$ cat src/rtl/wmci_pkg.sv
// Shared widths, element types and constants for the warp matrix compose and invert block.
`timescale 1ns / 1ps
package wmci_pkg;

    // Composed matrix element: exact, in units of 2^-(FRAC_BITS+1).
    localparam int C_W    = 36;
    localparam int PROD_W = 2 * C_W;        // 2x2 minor product
    localparam int COF_W  = PROD_W + 1;     // adjugate entry
    localparam int LO_W   = 37;             // low slice of a cofactor for the det products
    localparam int HI_W   = COF_W - LO_W;
    localparam int DET_W  = C_W + COF_W + 2;
    localparam int QB     = 33;             // quotient bits kept before saturation
    localparam int DIV_LAT = QB + 2;
    localparam int COF_LAT = 5;
    // compose + cofactor/det + abs + divider + output register
    localparam int LATENCY = 1 + COF_LAT + 1 + DIV_LAT + 1;

    typedef logic signed [C_W-1:0]   celem_t;
    typedef logic signed [COF_W-1:0] cof_t;
    typedef logic signed [DET_W-1:0] det_t;

    typedef struct packed {
        logic valid;
        logic zero;
    } det_info_t;

endpackage

$ cat src/rtl/wmci_compose.sv
// Stage one: composes the projection with the scale and half-pixel offset step matrix.
`timescale 1ns / 1ps
module wmci_compose
(
    input  logic                  clk,
    input  logic                  rst_n,
    input  logic                  valid_in,
    input  logic signed [31:0]    p [9],
    input  logic [2:0]            step_scale,
    input  logic [1:0]            offset_x,
    input  logic [1:0]            offset_y,
    output logic                  valid_out,
    output wmci_pkg::celem_t      c [9]
);

    logic             valid_reg;
    wmci_pkg::celem_t c_reg [9];
    wmci_pkg::celem_t c_next [9];
    wmci_pkg::celem_t sc, hx, hy;
    wmci_pkg::celem_t pe [9];

    always_comb
    begin
        sc = $signed({33'd0, step_scale});
        hx = $signed({33'd0, offset_x, 1'b0}) - 36'sd1;
        hy = $signed({33'd0, offset_y, 1'b0}) - 36'sd1;
        for (int j = 0; j < 9; j++)
        begin
            pe[j] = wmci_pkg::C_W'(p[j]);
        end
        for (int r = 0; r < 3; r++)
        begin
            c_next[3*r]   = (pe[3*r] * sc) <<< 1;
            c_next[3*r+1] = (pe[3*r+1] * sc) <<< 1;
            c_next[3*r+2] = pe[3*r] * hx + pe[3*r+1] * hy + (pe[3*r+2] <<< 1);
        end
    end

    always_ff @(posedge clk or negedge rst_n)
    begin
        if (!rst_n)
            valid_reg <= 1'b0;
        else
            valid_reg <= valid_in;
    end

    always_ff @(posedge clk)
    begin
        c_reg <= c_next;
    end

    assign valid_out = valid_reg;
    assign c         = c_reg;

endmodule

$ cat config.mk
export PLATFORM = sky130hd
export DESIGN_NAME = wmci_compose
export DESIGN_NICKNAME = d
export VERILOG_FILES = /design/src/rtl/wmci_pkg.sv /design/src/rtl/wmci_compose.sv
export SDC_FILE = /design/constraint.sdc
export NUM_CORES = 2
export LEC_CHECK = 0
export ABC_AREA = 0
export BUFFER_PORTS_ARGS = -buffer_cell sky130_fd_sc_hd__clkbuf_2
export CORE_ASPECT_RATIO = 1.1
export CORE_UTILIZATION = 40
export CTS_CLUSTER_SIZE = 10
export DETAILED_ROUTE_END_ITERATION = 7
export PLACE_DENSITY = 0.7
export SLEW_MARGIN = 25
export SYNTH_ARGS = -nofsm -noshare
export SYNTH_HDL_FRONTEND = slang
export SYNTH_SLANG_ARGS = --single-unit
$ cat constraint.sdc
create_clock -name clk -period 1.4 [get_ports clk]
set_clock_uncertainty 0.2 [all_clocks]
set_input_delay 0.28 -clock clk [delete_from_list [all_inputs] [get_ports clk]]
set_output_delay 0.28 -clock clk [all_outputs]
set_load 0.005 [all_outputs]
# Yosys cells after proc, flatten, opt, wreduce, memory -nomap -nowiden
# Index checks and enable logic that the tools add are counted.
# totals
regBits,319
inputBits,298
out_inout_bits,325
elab_cells,30
# classes
addsub,8
multipliers,12
# ops
operator,count
$mul 32x4->36,6
$mul 32x4->35,6
$add 36x33->36,3
$add 36x36->36,3
$sub 3x1->4 const B,2

# Logic depth before layout (Yosys ltp)
# logic_depth
depth_word,4
depth_mapped,27

# Worst setup path before layout
# Ideal clock, no wire load.
# synth_path
path_kind,input port to flip-flop
startpoint,input offset_y[0]
endpoint,register c_reg (netlist bit c[35])
t_arrival_ps,6808
path_slack_ps,-5734
stages,26
cell_sequence,clkbuf_1 clkbuf_1 inv_1 clkbuf_1 ha_1 clkbuf_1 clkbuf_1 nand2b_1 fa_1 fa_1 inv_1 fa_1 inv_1 fa_1 fa_1 inv_1 ha_1 a21oi_2 o211ai_2 o311ai_2 a21oi_2 a221o_2 a21o_1 a221o_1 o41ai_2 xnor2_1
# synth_lines
item,line,text
start: declaration,wmci_compose.sv:11,"input logic [1:0] offset_y,"
end signal: assignment,wmci_compose.sv:49,c_reg <= c_next;
end: declaration,wmci_compose.sv:17,wmci_pkg::celem_t c_reg [9];

==> results.md <==
* Outcome: finished, violations left
* Failing checks: negative hold slack, negative setup slack
* Final Hold Fails at 2
* Simple-gate portion of the synthesized area at 17.1%
* Synth Area in Compound Gates at about a tenth
* # setup viols final at slightly above 600
* DRC at 0
* Antenna-violating nets left at 0
* Synthesized cell area at around 53000 um^2
* CP arrival at just over 6 ns
* Worst min path class: in2reg
* Post-DR wirelength/cell at 20.5 um
* Top-count cell post-synth: inv_1
* Routed via count at ~49000
* Clock tree from TritonCTS: yes
* Vias in the first global route at approximately 52000
* Mean Syn Cell Area at 9.10 um^2
* Synth async-reset ratio at less than 1%
* Fin crit share at 405%
* Worst-Margin Slew at roughly 0.58 ns
* TritonCTS buffer count at 49
* Post-place instance area at about 70000 um^2
* Total die area at 134000 um^2
* Met2 WL at a little under 100000 um
* CP most frequent cell: buf_12
* RePlAce Congestion at 0.964
* H-Tree Depth at 2
* Power per standard cell area at about 2600 nW/um^2
* CP max-delay cell: fa_2
* Root Buffer Master: clkbuf_16
* Unrepaired setup endpoints after global routing: true
* Cell family with most CP delay: adder cells
* Hold slack final at -0.0256 ns
* Yosys top cell area share at between 30% and 40%
* CP endpoint: c[142]
* Routed wl met3 at 14900 um
* Synth Instances at 5841
* Max Buffers Root-to-Sink at 3
* Setup TNS at -750.82 ns
* Row count at ~140
* Worst Path Buf+Inv at 7
* Synth area leader: fa_1
* Syn-to-layout area delta at 44.8%
* Die height at between 300 and 400 um
* Max Cap Violations at 0
* Grt ovf at 0
* Worst Setup Path Type: in2reg
* PnR worst setup slack at -4.27 ns
* Fmax at about 180 MHz
* Seq/Total Area, Yosys at about an eighth
* Worst path depth at 24
* Via/cell ratio at just over 5
* Initial drt markers at around 2200
* Maximum VDD drop at around 2300 uV
* FILL cells at 11300
* Setup crit start: offset_x[0]
* Commonest cells post-synth: 1021 x inv_1, 869 x fa_1, 626 x ha_1
* Number of synthesized flops with an enable pin at 0
* Gr usage total at 28.4%
* CTS Hold Bufs at 10
* Post-Synth XOR/XNOR Area at 4.69%
* Largest net degree at the start of global routing at 59
* DP Wirelength at approximately 160000 um
* Design area at roughly 77000 um^2
* Syn. warnings at 0
* Crit path max fanout at 6
* Worst stage delay on the critical path at 0.60 ns
* Synth Area in Adders at between 40 and 50%
* M1 WL at 72100 um
* Post-synthesis mux area share at less than 1%
* Dpl ws at -5.37 ns
* FF+latch count, synth at 319
* Post-route minimum period at 5.67 ns
* Fin cells at just under 10000
* Detailed Routing Iterations Pass 1 at 5
* Ratio of cells with drive above 1 in the final layout at approximately 37%
* Max-slew headroom at around three fifths
* Crit-path cells: buf_8, clkinvlp_4, ha_4, buf_12, buf_12, buf_12, buf_16, nor2b_2, fa_1, fa_2, fa_2, fa_1, ha_1, ha_1, nand4_1, or3_4, or2_0, o22ai_2, a2111oi_2, buf_4, nor2_4, a31oi_4, or4_1, nand3_1
* Main synth FF type: dfxtp_1
* Total wire length at between 150000 and 200000 um
* Main combinational cell family by area after synthesis: adder cells
* Max layer used: met5
* Core area at between 100000 and 150000 um^2
* Worst Setup End Kind: flop
* Clock transition at the registers of the reported paths at roughly 0.06 ns
* Largest register FFs at between 300 and 400
* Port buffer count at around 600
* Wire length of the first global-routing pass at a little under 300000 um
* # IOs at 623
* FF/Latch Area at between 6000 and 7000 um^2
* Initial antenna violation count at 55
* Placed cell count at 9360
* Final-stage net count at approximately 9600
* Static leakage at a little under 40 nW
* Max Slew Vio Count at 0
* Sinks on Clock Net at 319
* Element type at the critical path start: input pin
* Area contributors post-synth: fa_1 33%, ha_1 15%, dfxtp_1 12%
* Synth unique cells at 99
* CP Data Required Time at approximately 1.8 ns
* Initial Util at about 40%
* Die width at 350 um
* Area of the multi-input gates at 47500 um^2
-- per-stage QoR --
step | hold slack, ns | utilization [%] | power [mW]
after global placement | -0.145 | 53.3 | 149
after floorplan | -0.216 | - | 89.8
after detailed placement | -0.142 | 53.3 | 151
after CTS | -0.0669 | 56.1 | 181
after global routing | -0.0458 | 58.7 | 211
final | -0.0256 | 58.7 | 197
-- cells by family (layout without fill, tap and decap cells) --
family,after synthesis,after routing
adder cells (fa/ha/maj),1495,1495
buffers and inverters,1179,3157
XOR/XNOR,284,284
other,1,27
multiplexers,7,7
AND/OR/NAND/NOR,1736,1736
AO/OA/AOI/OAI,820,820
flip-flops,319,319
-- tightest hold or removal path: stages --
cell and delay (ns):
clkbuf_2 0.18, and2_1 0.15, ha_1 0.15
-- how the worst min path moves through the flow --
stage / start / end / slack, ns / depth (start not counted)
finish: p[225] / c[254] / -0.03 / 3
global route: p[225] / c[254] / -0.05 / 3
CTS: p[225] / c[254] / -0.07 / 3
detailed placement: rst_n / valid_out / -0.14 / 1
global placement: rst_n / valid_out / -0.15 / 1
floorplan: rst_n / valid_out / -0.22 / 0
-- per-layer routing --
| metal | track usage, % | vias up |
|---|---|---|
| met2 | 50.8 | 1458 |
| li1 | - | 22400 |
| met4 | 13.1 | 68 |
| met1 | 31.2 | 24200 |
| met5 | 0 | - |
| met3 | 7.24 | 527 |
-- power breakdown --
part           leakage (nW)  internal [mW]  switching [mW]
logic                  35.2           84.0            83.3
clock network         0.833           8.04            5.19
registers              2.69           14.1            2.22
-- area by class of cell --
type | count | share of cell area, %
Tap cell | 1762 | 2.86
Clock buffer | 61 | 1.73
Inverter | 1022 | 5.00
Clock inverter | 27 | 0.473
Sequential cell | 319 | 8.30
Multi-Input combinational cell | 4348 | 61.8
Antenna cell | 21 | 0.0683
Timing Repair Buffer | 2047 | 19.8
-- cells in the final DEF, fill, tap and decap left out, types with 19 or more instances in the layout --
master and instances:
a211oi_2 23, nand3_1 42, o21ai_0 59, diode_2 21, a21oi_1 124, o21ai_1 54
buf_12 27, inv_2 64, o21a_1 31, ha_4 146, fa_2 28, fa_1 841
xnor2_1 168, nor2_1 336, nand4_1 29, buf_4 1265, o21ai_2 35, nor3_1 37
a21oi_4 20, nor2b_1 313, and2_1 362, clkbuf_16 66, buf_6 97, nand2_1 300
a21o_1 113, nand2b_1 61, ha_1 470, and3_1 22, and2_4 53, xor2_1 64
dfxtp_1 318, o21bai_1 34, clkbuf_2 605, nor2b_2 35, xnor2_2 31, inv_1 954
a21oi_2 94, nor2_2 19
-- repair_timing --
item	in CTS	in global routing
pin swaps	155	288
resized for setup	307	449
endpoints found under the setup margin	619	621
endpoints found under the hold margin	14	3
buffers inserted	45	100
cloned	2	18
Note: power is estimated with default switching activity, not from simulation.
